**src/rtl/pcbd_pkg.sv**
```systemverilog
// ----------------------------------------------------------------------------
// pcbd_pkg: shared types and constants of the prefix code bit decoder
// Item and result structs, controller/datapath command and status bundles,
// controller state encoding and the code mask helper.
// ----------------------------------------------------------------------------
package pcbd_pkg;

	localparam int TABLE_ENTRIES_DEF = 256;
	localparam int MAX_CODE_LEN      = 32;
	localparam int CODE_W            = 32;
	localparam int LEN_W             = 6;
	localparam int SYM_W             = 8;
	localparam int IDX_W             = 8;

	localparam logic OP_LOAD   = 1'b0;
	localparam logic OP_DECODE = 1'b1;

	typedef struct packed {
		logic              opcode;
		logic [IDX_W-1:0]  entry_index;
		logic [SYM_W-1:0]  entry_symbol;
		logic [CODE_W-1:0] entry_code;
		logic [LEN_W-1:0]  entry_length;
		logic              bit_value;
	} pcbd_in_t;

	typedef struct packed {
		logic [SYM_W-1:0] symbol;
		logic             overflow_error;
	} pcbd_out_t;

	typedef struct packed {
		logic load;        // write one table entry from the input beat
		logic take_bit;    // shift the new bit in and restart the scan
		logic issue;       // read the table entry at the scan address
		logic emit_hit;    // deliver the matched symbol, clear pending code
		logic emit_err;    // deliver an overflow error, clear pending code
	} pcbd_cmd_t;

	typedef struct packed {
		logic hit;         // the entry in the compare stage matches
		logic last;        // the entry in the compare stage is the final one
		logic over;        // pending length exceeds the longest stored code
	} pcbd_stat_t;

	typedef enum logic [1:0] {
		ST_IDLE,
		ST_SCAN,
		ST_CHECK
	} pcbd_state_t;

	// Mask that keeps the low len bits of a code word.
	function automatic logic [CODE_W-1:0] code_mask(input logic [LEN_W-1:0] len);
		logic [CODE_W-1:0] m;
		if (int'(len) >= CODE_W) begin
			m = '1;
		end else begin
			m = (CODE_W'(1) << len) - CODE_W'(1);
		end
		return m;
	endfunction

endpackage

```
**src/rtl/pcbd_ctrl.sv**
```systemverilog
// ----------------------------------------------------------------------------
// pcbd_ctrl: controller of the prefix code bit decoder
// Accepts beats, sequences the table scan and decides when a symbol or an
// overflow error is delivered.
// ----------------------------------------------------------------------------
module pcbd_ctrl import pcbd_pkg::*; (
	input  logic       clk,
	input  logic       arst_n,
	input  logic       start,
	input  logic       opcode,
	input  pcbd_stat_t stat,
	output pcbd_cmd_t  cmd,
	output logic       busy
);

	pcbd_state_t state_q, state_d;

	always_ff @(posedge clk or negedge arst_n) begin
		if (!arst_n) begin
			state_q <= ST_IDLE;
		end else begin
			state_q <= state_d;
		end
	end

	always_comb begin
		state_d = state_q;
		case (state_q)
			ST_IDLE: begin
				if (start && opcode == OP_DECODE) begin
					state_d = ST_SCAN;
				end
			end
			ST_SCAN: begin
				if (stat.hit) begin
					state_d = ST_IDLE;
				end else if (stat.last) begin
					state_d = ST_CHECK;
				end
			end
			ST_CHECK: begin
				state_d = ST_IDLE;
			end
			default: begin
				state_d = ST_IDLE;
			end
		endcase
	end

	always_comb begin
		cmd  = '0;
		busy = 1'b1;
		case (state_q)
			ST_IDLE: begin
				busy = 1'b0;
				if (start) begin
					cmd.load     = (opcode == OP_LOAD);
					cmd.take_bit = (opcode == OP_DECODE);
				end
			end
			ST_SCAN: begin
				cmd.issue    = 1'b1;
				cmd.emit_hit = stat.hit;
			end
			ST_CHECK: begin
				cmd.emit_err = stat.over;
			end
			default: begin
				busy = 1'b1;
			end
		endcase
	end

endmodule

```
**config.mk**
```make
export PLATFORM = sky130hd
export DESIGN_NAME = pcbd_ctrl
export DESIGN_NICKNAME = d
export VERILOG_FILES = /design/src/rtl/pcbd_pkg.sv /design/src/rtl/pcbd_ctrl.sv
export SDC_FILE = /design/constraint.sdc
export NUM_CORES = 1
export LEC_CHECK = 0
export BUFFER_PORTS_ARGS = -buffer_cell sky130_fd_sc_hd__buf_2
export CAP_MARGIN = 20
export CELL_PAD_IN_SITES_DETAIL_PLACEMENT = 0
export CELL_PAD_IN_SITES_GLOBAL_PLACEMENT = 1
export CORE_AREA = 2 2 39 41
export DETAILED_ROUTE_END_ITERATION = 6
export DIE_AREA = 0 0 41 43
export PLACE_DENSITY = 0.46
export SYNTH_ARGS = -nofsm -noshare
export SYNTH_HDL_FRONTEND = slang
export SYNTH_SLANG_ARGS = --single-unit
```
**constraint.sdc**
```tcl
create_clock -name clk -period 1.1 [get_ports clk]
set_input_delay 0.165 -clock clk [delete_from_list [all_inputs] [get_ports clk]]
set_output_delay 0.165 -clock clk [all_outputs]
set_load 0.01 [all_outputs]
```
==> summary.md <==
| Metric | Value |
|---|---|
| # IOs | 13 |
| Worst Path Buf+Inv | 1 |
| Row Count | 14 |
| Count of different cell masters after synthesis | 9 |
| Fmax | 756 MHz |
| Final min period | 1.32 ns |
| Largest net degree at the start of global routing | 5 |
| Root Buffer | clkbuf_4 |
| Mux contribution to synthesized area | 0% |
| Max Used Layer | met3 |
| Wire length on met2 | 129 µm |
| DR pass1 iterations | 2 |
| CP max FO | 4 |
| IO Port Bufs | 12 |
| Core box area | 1380 µm² |
| Max reg flops | 2 |
| CP max-delay cell | dfrtp_1 |
| Detailed-placement wirelength estimate | 308 µm |
| Clock sink count | 2 |
| Reg2reg end | state_q[0] |
| Top reg by flops | state_q |
| Initial drt markers | 7 |
| Register area share after synthesis | 36.0% |
| Dpl cell area | 226 µm² |
| Share of cells above drive strength 1 | 80.6% |
| Clock latency on the worst-skew pair | 0.22 ns |
| Crit end category | primary output |
| Endpoints failing setup | 5 |
| Flops & latches, synth | 2 |
| Antenna-violating nets left | 0 |
| Commonest non-fill, non-tap cell in the layout | buf_2 |
| Met3 WL | 82 µm |
| Mapped Nets | 19 |
| Num CTS Buffers | 3 |
| Layout Skew | 0.00174 ns |
| Vias in the first global route | 160 |
| Power per standard cell area | 1160 nW/µm² |
| Multi-input logic area | 90.1 µm² |
| Post-route setup slack | -0.223 ns |
| Die X | 41 µm |
| DIE AREA | 1760 µm² |
| Drt total wl | 391 µm |
| Hold Crit Endpoint | state_q[1] |
| Vias | 157 |
| Hold slack final | 0.226 ns |
| Fin. max-slew vios | 0 |
| Data required, critical path | 0.94 ns |
| CTS tree | built |
| RSZ-0062 raised after global routing | yes |
| Area growth, synth to finish | 114% |
| Dpl ws | -0.00157 ns |
| Synth Area in XOR/XNOR | 0% |
| Crit Reg-Reg Startpoint | state_q[0] |
| Class of the most critical hold timing path | input pin to register |
| Ant diodes | 0 |
| Worst path depth | 3 |
| Fin crit share | 120% |
| Post-synthesis simple-gate area fraction | 49.5% |
| Maximum VDD drop | 289 µV |
| Compound-gate portion of the synthesized area | 14.4% |
| WS Path Type | register to primary output |
| Rel. slew slack | 92.1% |
| Hold Fails Final Rpt | 0 |
| Clock Tree Buf Depth | 2 |
| Startpoint types | register |
| Layout fillers | 159 |
| Failing checks | negative setup slack |
| Max-cap viol count | 0 |
| Initial antenna violation count | 0 |
| # DRC | 0 |
| Status | finished with violations |
| Reg2reg path depth | 3 |
| Slew @ Worst Pin | 0.118 ns |
| Cell family with most CP delay | simple AND/OR/NAND/NOR gates |
| Nets@finish | 40 |
| Fin area | 298 µm² |
| Drt via density | 3.34 |
| Reg clk slew, reported paths | 0.03 ns |
| Syn Area/Cell | 11.6 µm² |
| CP Cell Sequence | or2_4 > nor3b_2 > buf_2 |
| Initial cell density of the core | 10.0% |
| Post-Synthesis Cell Area | 139 µm² |
| Internal reg-to-reg setup slack | 0.06 ns |
| Worst Hold Launch | stat[1] |
| Commonest non-fill, non-tap cells in the layout | 9 x buf_2, 4 x buf_6, 3 x clkbuf_4 |
| Largest regs | state_q: 2 flops |
| GR Util All Layers | 5.85% |
| Met1 Routed Length | 180 µm |
| Hold depth | 2 |
| Yosys warnings | 0 |
| Overflow after GRT | 0 |
| Die height | 43 µm |
| Crit path arrival time | 1.16 ns |
| H-Tree Depth | 1 |
| Main combinational cell family by area after synthesis | simple AND/OR/NAND/NOR gates |
| Register cell area after layout | 50.0 µm² |
| Syn Inst Count | 12 |
| Global-route wire length before repair | 614 µm |
| Routed length per instance | 8.32 µm |
| Final RePlAce weighted congestion | 0.571 |
| Synth Area in Adders | 0% |
| Crit path largest cell delay | 0.37 ns |
| Leak | 0.000161 µW |
-- through the flow --
stage / cells / total power (µW) / util, % / TNS (ns)
after detailed placement: 41 / 161 / 16.4 / -0.00157
after CTS: 47 / 356 / 21.5 / -0.718
after global placement: 41 / 159 / 16.4 / 0
final: 47 / 346 / 21.5 / -0.655
after floorplan: 12 / 126 / - / 0
after global routing: 47 / 370 / 21.5 / -0.906
-- timing repair --
action,CTS,global route
setup endpoints to repair,6,6
pin swaps,4,0
hold buffers,1,0
gates resized for setup,5,0
endpoints found under the hold margin,2,0
setup buffers,2,0
-- cell families (layout without fill, tap and decap cells) --
kind of cell,after synthesis,count (layout)
compound gates,1,1
buf+inv,0,19
flops,2,2
simple gates,9,9
-- final cells by class --
type / instances / share of cell area (%)
Clock buffer: 3 / 7.56
Multi-Input combinational cell: 10 / 30.3
Sequential cell: 2 / 16.8
Tap cell: 16 / 6.72
Timing Repair Buffer: 16 / 38.7
-- layer usage --
metal  vias up  global-route usage (%)
li1         81                       -
met1        63                    6.19
met2        13                    6.25
met3         0                    3.66
met4         0                    8.00
met5         -                       0
-- worst max path at each step --
stage / startpoint / endpoint / slack [ns]
after detailed placement: state_q[1] / cmd[4] / -0.002
final: state_q[0] / cmd[4] / -0.22
after CTS: state_q[0] / cmd[4] / -0.23
after global routing: state_q[0] / cmd[4] / -0.29
after floorplan: state_q[1] / cmd[4] / 0.07
after global placement: state_q[1] / cmd[4] / 0.02
-- Yosys cell counts --
library cell	count	area share, %
a2bb2o_4	1	14
and3b_2	2	14
nor2_1	2	5.4
nand2_1	1	2.7
or2_4	1	6.3
nor3b_2	1	9.0
dfrtp_1	2	36
and2b_2	1	6.3
and2_2	1	5.4
-- worst reg2reg max path, delay by kind of cell, from the launching register on --
| family | cells | cell delay [ns] |
|---|---|---|
| DFF | 1 | 0.37 |
| and+or+nand+nor | 1 | 0.22 |
| AOI/OAI and AO/OA | 1 | 0.20 |
| buffers and inverters | 1 | 0.13 |
-- power by group --
part	internal [µW]	switching [µW]
Sequential	78.6	2.69
Clock	120	39.8
Combinational	66.3	38.4
Total	265	80.9
Note: power is estimated with default switching activity, not from simulation.
